### src/hdl/clipped_circle_ellipse_rasterizer_top_defines.svh
// assertion macros used by the rasterizer drawing engine
`ifndef CLIPPED_CIRCLE_ELLIPSE_RASTERIZER_TOP_DEFINES_SVH
`define CLIPPED_CIRCLE_ELLIPSE_RASTERIZER_TOP_DEFINES_SVH

// same-cycle implication on i_clk, off while i_rst_n is low
`define CCER_ASSERT_NOW(lbl, ante, cons, msg) \
    lbl: assert property (@(posedge i_clk) disable iff (!i_rst_n) (ante) |-> (cons)) \
        else $error(msg);

// next-cycle implication on i_clk, off while i_rst_n is low
`define CCER_ASSERT_NEXT(lbl, ante, cons, msg) \
    lbl: assert property (@(posedge i_clk) disable iff (!i_rst_n) (ante) |=> (cons)) \
        else $error(msg);

`endif

### src/hdl/ccer_pkg.sv
// shared types and constants of the rasterizer
`default_nettype none
package ccer_pkg;

    localparam logic [2:0] MODE_WRITE    = 3'd0;
    localparam logic [2:0] MODE_READ     = 3'd1;
    localparam logic [2:0] MODE_CLEAR    = 3'd2;
    localparam logic [2:0] MODE_CIRCLE   = 3'd3;
    localparam logic [2:0] MODE_ELL_LINE = 3'd4;
    localparam logic [2:0] MODE_ELL_FILL = 3'd5;

    localparam logic [0:0] REG_WIDTH  = 1'd0;
    localparam logic [0:0] REG_HEIGHT = 1'd1;

    // midpoint circle decision constants
    localparam int CIRC_D0     = 3;
    localparam int CIRC_INC_A  = 6;
    localparam int CIRC_INC_AB = 10;

    localparam int CW = 9;
    localparam int DW = 12;

    typedef logic signed [CW-1:0] t_coord;
    typedef logic signed [DW-1:0] t_dval;

    typedef struct packed {
        logic [2:0]  mode;
        logic [5:0]  pos_x;
        logic [5:0]  pos_y;
        logic [5:0]  radius_x;
        logic [5:0]  radius_y;
        logic [23:0] paint;
    } t_cmd;

    typedef struct packed {
        logic valid;
        t_cmd cmd;
    } t_queue;

endpackage
`default_nettype wire

### src/hdl/ccer_front.sv
// command intake: drops unused modes and queues the rest for the engine
`default_nettype none
module ccer_front
    import ccer_pkg::*;
(
    input  wire logic        i_clk,
    input  wire logic        i_rst_n,
    input  wire logic        i_valid,
    output logic             o_stall,
    input  wire logic [2:0]  i_mode,
    input  wire logic [5:0]  i_pos_x,
    input  wire logic [5:0]  i_pos_y,
    input  wire logic [5:0]  i_radius_x,
    input  wire logic [5:0]  i_radius_y,
    input  wire logic [23:0] i_paint,
    input  wire logic        i_clearing,
    output t_queue           o_queue,
    input  wire logic        i_pop
);

    t_cmd       r_q [2];
    logic       r_wptr;
    logic       r_rptr;
    logic [1:0] r_count;
    logic       accept;
    logic       push;

    assign o_stall = i_clearing || (r_count == 2'd2);
    assign accept  = i_valid && !o_stall;
    // modes six and seven do nothing, so they never reach the engine
    assign push    = accept && (i_mode <= MODE_ELL_FILL);

    assign o_queue.valid = (r_count != 2'd0);
    assign o_queue.cmd   = r_q[r_rptr];

    always_ff @(posedge i_clk) begin
        if (!i_rst_n) begin
            r_wptr  <= 1'b0;
            r_rptr  <= 1'b0;
            r_count <= 2'd0;
        end else begin
            if (push) begin
                r_wptr <= !r_wptr;
            end
            if (i_pop && o_queue.valid) begin
                r_rptr <= !r_rptr;
            end
            case ({push, i_pop && o_queue.valid})
                2'b10:   r_count <= r_count + 2'd1;
                2'b01:   r_count <= r_count - 2'd1;
                default: r_count <= r_count;
            endcase
        end
    end

    always_ff @(posedge i_clk) begin
        if (push) begin
            r_q[r_wptr] <= '{mode: i_mode, pos_x: i_pos_x, pos_y: i_pos_y,
                             radius_x: i_radius_x, radius_y: i_radius_y, paint: i_paint};
        end
    end

endmodule
`default_nettype wire

### config.mk
export PLATFORM = sky130hd
export DESIGN_NAME = ccer_front
export DESIGN_NICKNAME = d
export VERILOG_FILES = /design/src/hdl/clipped_circle_ellipse_rasterizer_top_defines.svh /design/src/hdl/ccer_pkg.sv /design/src/hdl/ccer_front.sv
export SDC_FILE = /design/constraint.sdc
export NUM_CORES = 1
export LEC_CHECK = 0
export CORE_MARGIN = 4
export CORE_UTILIZATION = 62
export CTS_CLUSTER_DIAMETER = 50
export CTS_CLUSTER_SIZE = 8
export DETAILED_ROUTE_END_ITERATION = 10
export DONT_BUFFER_PORTS = 1
export PLACE_DENSITY = 0.78
export SLEW_MARGIN = 20
export SYNTH_ARGS = -nofsm -noshare
export SYNTH_HDL_FRONTEND = slang
export SYNTH_SLANG_ARGS = --single-unit
### constraint.sdc
create_clock -name i_clk -period 4.3 [get_ports i_clk]
set_input_delay 0.215 -clock i_clk [delete_from_list [all_inputs] [get_ports i_clk]]
set_output_delay 0.215 -clock i_clk [all_outputs]
set_load 0.005 [all_outputs]
[Word level (Yosys, flattened, before mapping)]
Memories as Yosys holds them, arrays and structs flattened. A register that Yosys moved wholly into a read port is not among the register bits.
Cells that the tools add are included.
Storage, ports and cells
  bits in read-only memories: 0
  flip-flop bits (word level): 4
  bits of input ports: 56
  latch bits: 0
  RAM bits: 102
  memories kept: 1
Memory list
  r_q: words 2, bits a word 51, read ports 1, clocked after Yosys merged registers in 1, write ports 1, line ccer_front.sv:21  | t_cmd r_q [2];
Operators by class
  divide/modulo/power cells: 0
  bitwise operators: 0
  $add $sub $neg: 2
  muxes and demuxes: 5
  $lt $le $gt $ge: 1
  reduce and logical (&&, ||, !) cells: 9
  shift operators: 0
  $mul: 0
  equal/unequal tests: 3
Operators by type and width (count)
  equality test 2 bit, second input constant: 2
  2-to-1 mux 1 bit: 4
  case mux 2 bit (2 select lines): 1
  nonzero test 2 bit: 2
  less-or-equal comparator 3 bit, second input constant: 1
  logical AND 1 bit: 3
  logical NOT 1 bit: 3
  adder 2 x 1 -> 2 bit, second input constant: 1
  equality test 2 x 1 -> 1 bit, second input constant: 1
  subtractor 2 x 1 -> 2 bit, second input constant: 1
  logical OR 1 bit: 1

[Longest topological paths before layout]
Gate-level depths: netlist of the first run.
  depth in word-level cells: 7
  gate-level depth with buffers: 6
  mapped depth without buffers: 6

[Worst setup path after synthesis of the first run]
No wires, ideal clock.
  path type: register to register
  start point: register r_count[0]
  end point: memory r_q[0][0] (netlist name), enable pin
  data arrival time: 2.881 ns
  setup slack: 0.959 ns
  cell stages (with the launch flop): 4
  path buffers: 0
  cells stage by stage: dfxtp_1 -> nand2b_1 -> nand4b_1 -> nor2_1
On the way
  cells in the longest elaborated chain, start to end: 7
Ends and longest elaborated chain
  start, declared: line ccer_front.sv:24  | logic [1:0] r_count;
  start signal, assigned: line ccer_front.sv:49  | 2'b10: r_count <= r_count + 2'd1;
  start signal, assigned: line ccer_front.sv:50  | 2'b01: r_count <= r_count - 2'd1;
  start signal, assigned: line ccer_front.sv:51  | default: r_count <= r_count;
  equality test 2 bit: line ccer_front.sv:28  | assign o_stall = i_clearing || (r_count == 2'd2);
  logical OR 1 bit: line ccer_front.sv:28
  logical NOT 1 bit: line ccer_front.sv:29  | assign accept = i_valid && !o_stall;
  logical AND 1 bit: line ccer_front.sv:29
  logical AND 1 bit: line ccer_front.sv:31  | assign push = accept && (i_mode <= MODE_ELL_FILL);
  2-to-1 mux 1 bit: line ccer_front.sv:57  | if (push) begin
  2-to-1 mux 1 bit (not written as such): line ccer_front.sv:58  | r_q[r_wptr] <= '{mode: i_mode, pos_x: i_pos_x, pos_y: i_pos_y,
  end, declared: line ccer_front.sv:21
Every way passes these cells.

[Worst setup path in the final report of the first run]
  start point: register r_count[0]
  end point: memory r_q[0][32] (netlist name), enable pin
The elaborated chain is that of the path after synthesis.

==> metrics.yaml, run 1 <==
status: "finished, final reports clean"
synth-compound-area-share_pct: 0.5120
layout-drive-gt1-share_pct: 28.00
r2r_cells: 4
area_growth_pct: 20.54
final_util_pct: 78.22
diodes: 0
p_leak_nw: 1.537
synth_largest_area_cell: "edfxtp_1"
p_sw_share_pct: 23.59
clock_latency_ns: 0.34
yosysSeqAreaShare_pct: 80.90
first_global_vias: 2016
postSynthAreaPerCell_um2: 21.02
slew_headroom_pct: 53.88
synthArstFlopShare_pct: 0
num_rows: 28
ys_types: 20
io_buffers: 0
netlist_area_um2: 3910
tns_ns: 0
start_util_pct: 64.89
seqPwrFrac_pct: 59.2
vias_per_cell: 5.631
clock.fmax_mhz: 410.8
clk_pin_slew_ns: 0.09
io_pins: 109
synth_top_family_by_area: "multiplexers"
final_nets: 302
fill_cells: 314
cp-start-kind: "flip-flop"
p_comb_share_pct: 14.7
ant_nets: 0
drcViolationCount: 0
dpl.cell_count: 257
maxSlewViolCount: 0
cts_tree: "done"
yosys.area_share.adder_pct: 0.3200
fin_cells: 325
worstSetupPathType: "flip-flop to flip-flop"
synth_xor_xnor_area_share_pct: 0.6720
vias: 1830
whs_ns: 0.007063
crit_fanout: 27
dr.pass1.iters: 4
hold_viol: 0
synth.most_common_cell: "edfxtp_1"
vdd_drop_max_v: 0.0003315
drt-initial-drc-count: 81
cts.sinks: 107
setup-violations-final: 0
fp.dieW_um: 87.42
end_kind: "flip-flop"
drv_cap: 0
p_int_w: 0.001654
grt_pass1_wl_um: 10540
synth_seq_cells: 107
pwr_density_cell_nw_per_um2: 459.2
grt_setup_unrepaired: "no"
period_needed_ns: 2.434
netlist.area_leader.share_pct: 78.34
dpl.hpwl_um: 4265
max_slew.worst_pin.slew_ns: 0.6902
place_congestion: 0.7383
ff2ff_setup_slack_ns: 1.87
numCtsBuffers: 9
synth.area.top_cells: "edfxtp_1 (78%), mux2_2 (15%), dfxtp_1 (2.6%)"
antenna_found_initial: 0
die_h_um: 87.42
clkPwrFrac_pct: 26.1
h-tree-depth: 3
required_ns: 4.32
hold_depth: 1
drt_wl_total_um: 6942
synth_flop_cell: "edfxtp_1"
grt_start_max_net_pins: 52
fin_crit_sh_pct: 56.61
synth_commonest_cells: "edfxtp_1 (102), mux2_2 (51), buf_2 (5), dfxtp_1 (5)"
syn_inst: 186
fin_worst_skew_ns: 0.006549
grt_use_total_pct: 19.12
overflow: 0
avgRoutedWirePerCell_um: 21.36
synth_nets: 243
ys_warn_count: 0
clockBufferDepth: 2
synth_mux_area_share_pct: 14.94
core_um2: 6026
yosys.area_share.simple_pct: 1.824
p_total_w: 0.002164
die-area_um2: 7641
hold_class: "input pin to flip-flop"
clock-root-buffer: "clkbuf_8"
crit_arrival_ns: 2.45
synth-edff-count: 102
p_switching_w: 0.0005105
==> routing by layer <==
metal  vias to the layer above  track usage [%]  wire length (µm)
met4                         0            6.695               104
met5                         -                0                 0
met1                       904            21.37              2518
li1                        844                -                 -
met2                        71            34.38              3803
met3                        11            5.866               516
==> worst paths after layout <==
kind,start,end
setup reg to reg,r_count[0],r_q[0][32]
setup / recovery,r_count[0],r_q[0][32]
hold reg to reg,r_wptr,r_wptr
hold / removal,i_rst_n,r_rptr
==> cells by family after synthesis <==
logic type | after synthesis
AND/OR/NAND/NOR | 13
multiplexers | 52
buffers and inverters | 7
flip-flops | 107
adder cells (fa/ha/maj) | 1
AO/OA/AOI/OAI | 3
XOR/XNOR | 3
==> cell type report <==
type                            count  area, µm²  share of cell area (%)
Timing Repair Buffer               54      535.5                   11.36
Tap cell                           75      93.84                   1.991
Sequential cell                   107       3167                   67.19
Inverter                            1      3.754                 0.07964
Multi-Input combinational cell     72      729.5                   15.48
Clock buffer                       10      127.6                   2.708
Clock inverter                      6      56.30                   1.195
==> through the flow <==
step | setup WS (ns) | cell area, µm²
after global routing | 1.681 | 4713
after floorplan | 0.9589 | 3910
after detailed placement | 1.916 | 4006
after CTS | 1.904 | 4711
final | 1.866 | 4713
after global placement | 2.041 | 4006
==> power groups by stage <==
stage                     clock, W  combinational, W  sequential (W)
final                     0.000565          0.000319         0.00128
after global routing      0.000625          0.000342         0.00129
after global placement           0          0.000264         0.00130
after detailed placement         0          0.000271         0.00131
after floorplan                  0          0.000276         0.00124
after CTS                 0.000573          0.000318         0.00128
==> cell usage in the layout (no fill, tap or decap), types with 2 or more instances in the layout <==
| cell type | count |
|---|---|
| edfxtp_1 | 102 |
| dlygate4sd3_1 | 52 |
| mux2_2 | 51 |
| clkbuf_8 | 9 |
| dfxtp_1 | 4 |
| xnor2_1 | 3 |
| nand2_1 | 3 |
| nand2b_1 | 2 |
| nor2b_1 | 2 |
| nor2_4 | 2 |
| clkinv_1 | 2 |
| clkinv_2 | 2 |
| buf_4 | 2 |
==> flip-flops by register name (all words and copies together) (netlist names), named ones only <==
signal   count
r_q        102
r_count      2
r_wptr       1
r_rptr       1
==> critical path, cell delays in order, from the launching register on <==
cell      delay (ns)
dfxtp_1         0.46
nand2b_1        0.17
nand4b_1        0.33
nor2_4          0.66
buf_4           0.46
==> what timing repair did <==
action,CTS,global route
resized for setup,0,0
hold endpoints to repair,104,0
hold buffers,52,0
setup buffers,0,0
Note: power is estimated with default switching activity, not from simulation.
==> inputs of run 2 (changes only) <==
Settings changed: ABC_AREA from default to 1.
Clock period 4.3 ns to 2.4 ns, I/O delays scaled along.
==> metrics.yaml, run 2 <==
status: "finished, final reports clean"
synth_nets: 251  # +3.3%
ant_nets: 0  # unchanged
synth_commonest_cells: "edfxtp_1 (102), mux2_4 (50), nand2_1 (7)"
period_needed_ns: 1.913  # -0.5212 ns
clock-root-buffer: "clkbuf_8"
place_area_um2: 4239  # +5.8%
synth_seq_cells: 107  # unchanged
num_rows: 29  # +3.6%
cts.sinks: 107  # unchanged
core_um2: 6459  # +7.2%
crit_fanout: 32  # +19%
drt-met1-wl_um: 2654  # +5.4%
cp-start-kind: "flip-flop"
routed.top_layer: "met4"
clock_latency_ns: 0.35  # about the same
met3WireLength_um: 498  # -3.5%
pwr_density_cell_nw_per_um2: 760.0  # +66%
layout-drive-gt1-share_pct: 29.12  # +1.1 points
die-area_um2: 8120  # +6.3%
die_h_um: 90.11  # +3.1%
avgRoutedWirePerCell_um: 22.07  # +3.3%
maxSlewViolCount: 0  # unchanged
vias: 1907  # +4.2%
synth.most_common_cell: "edfxtp_1"
start_util_pct: 64.72  # -0.16 points
vias_per_cell: 5.642  # +0.20%
grt_pass1_wl_um: 11340  # +7.5%
drt_wl_total_um: 7459  # +7.4%
crit_family: "buffers and inverters"
h-tree-depth: 3  # unchanged
first_global_vias: 2121  # +5.2%
largest_reg_flops: 102  # unchanged
timing.final.ws_setup_ns: 0.4869  # -1.379 ns
postSynthAreaPerCell_um2: 21.55  # +2.5%
drcViolationCount: 0  # unchanged
netlist_area_um2: 4180  # +6.9%
mostFrequentLayoutCells: "edfxtp_1 (102), dlygate4sd3_1 (52), mux2_4 (50), clkbuf_8 (9), nand2_1 (7)"
overflow: 0  # unchanged
ys_types: 18  # -10%
max_slew.worst_pin.slew_ns: 0.5060  # -0.1843 ns
worst_path_max_delay_cell: "dfxtp_1"
vdd_drop_max_v: 0.0005267  # +59%
ys_warn_count: 0  # unchanged
clock.fmax_mhz: 522.7  # +27%
drt-initial-drc-count: 119  # +47%
numCtsBuffers: 9  # unchanged
synth-edff-count: 102  # unchanged
reg.largest.list: "r_q (102), r_count (2)"
setup-violations-final: 0  # unchanged
post_cts_buffers: 0  # unchanged
required_ns: 2.45  # -1.87 ns
cts_resized: 0  # unchanged
yosysSeqAreaShare_pct: 75.67  # -5.2 points
dpl.hpwl_um: 4600  # +7.9%
crit_arrival_ns: 1.96  # -0.49 ns
final_nets: 313  # +3.6%
critPathMaxStageDelay_ns: 0.41  # -0.25 ns
synth_largest_area_cell: "edfxtp_1"
dpl.cell_count: 270  # +5.1%
grt_use_total_pct: 18.65  # -0.47 points
place_congestion: 0.6892  # -6.7%
end_kind: "flip-flop"
dp_slack_ns: 0.6103  # -1.306 ns
clockBufferDepth: 2  # unchanged
grt_start_max_net_pins: 33  # -37%
wl_met2_um: 4112  # +8.1%
cts_tree: "done"
antenna_found_initial: 0  # unchanged
area_growth_pct: 19.16
clk_pin_slew_ns: 0.09  # about the same
fin_crit_sh_pct: 79.71  # +23 points
path_buf_inv: 3  # +2
stdcell_area_um2: 4981  # +5.7%
largest-register: "r_q"
fin_worst_skew_ns: 0.01162  # +0.005068 ns
synthArstFlopShare_pct: 0  # unchanged
p_leak_nw: 1.771  # +15%
final_util_pct: 77.12  # -1.1 points
netlist.area_leader.share_pct: 73.27  # -5.1 points
worstSetupPathType: "flip-flop to flip-flop"
diodes: 0  # unchanged
cp_cell_sequence: "inv_1, a21oi_2, nand3_1, inv_2, buf_12"
synth_flop_cell: "edfxtp_1"
hold_viol: 0  # unchanged
hold_class: "input pin to flip-flop"
synth.area.top_cells: "edfxtp_1 (73%), mux2_4 (18%), buf_12 (2.4%)"
dr.pass1.iters: 4  # unchanged
io_buffers: 0  # unchanged
drv_cap: 0  # unchanged
slew_headroom_pct: 66.27  # +12 points
grt_setup_unrepaired: "no"
fp.dieW_um: 90.11  # +3.1%
syn_inst: 194  # +4.3%
io_pins: 109  # unchanged
fin_cells: 338  # +4.0%
tns_ns: 0  # unchanged
final_common_cell: "edfxtp_1"
-- run 2: changes by cell type after synthesis, moves of 3 or more --
cell,change
a21oi_1,+3
buf_12,+5
buf_2,-5
inv_1,+5
mux2_2,-50
mux2_4,+50
nand2_1,+4
nor2_1,+4
xnor2_1,-3
-- run 2: layout make-up --
type	count	area (µm²)
Clock buffer	9	123.9
Clock inverter	7	97.59
Fill cell	355	1478
Inverter	6	22.52
Multi-Input combinational cell	75	890.9
Sequential cell	107	3167
Tap cell	77	96.34
Timing Repair Buffer	57	583.1
-- run 2: power by group --
group          switching (W)  total (W)  leakage, nW  internal, W
Combinational       0.000184   0.000436        0.691     0.000253
Clock               0.000577    0.00117        0.108     0.000593
Sequential         0.0000577    0.00218        0.973      0.00212
-- run 2: layer usage --
layer | global-route usage, % | vias up
met5 | 0 | -
met1 | 19.08 | 943
met3 | 6.928 | 17
li1 | - | 869
met4 | 8.801 | 0
met2 | 33.54 | 78
-- run 2: logic make-up after synthesis --
family                     after synthesis  share of synthesized area [%]
AOI/OAI and AO/OA                        7                          1.018
muxes                                   51                          18.23
DFF                                    107                          75.67
buffers and inverters                   12                          3.203
adders and majority gates                1                         0.2993
and+or+nand+nor                         16                          1.587
-- run 2: tightest hold or removal path: stages --
cell and delay [ns]:
a21oi_2 0.04, a21oi_1 0.13, nor2_1 0.06
-- run 2: stage by stage --
step | total power [W] | hold WS [ns]
floorplan | 0.002542 | 0.2189
finish | 0.003786 | 0.04398
detailed placement | 0.002573 | 0.2190
global placement | 0.002551 | 0.2190
CTS | 0.003797 | 0.02320
global route | 0.003939 | 0.05000
-- run 2: path summary, 6_finish.rpt --
kind,from,to,slack (ns),cells after the start
min,i_clearing,r_wptr,0.04,3
max,r_count[0],r_q[1][11],0.49,5
max reg2reg,r_count[0],r_q[1][11],0.49,5
min reg2reg,r_rptr,flip-flop,0.52,2
-- run 2: what timing repair did --
action | in CTS | in global routing
setup endpoints to repair | 0 | 0
hold buffers | 52 | 0
endpoints found under the hold margin | 107 | 0
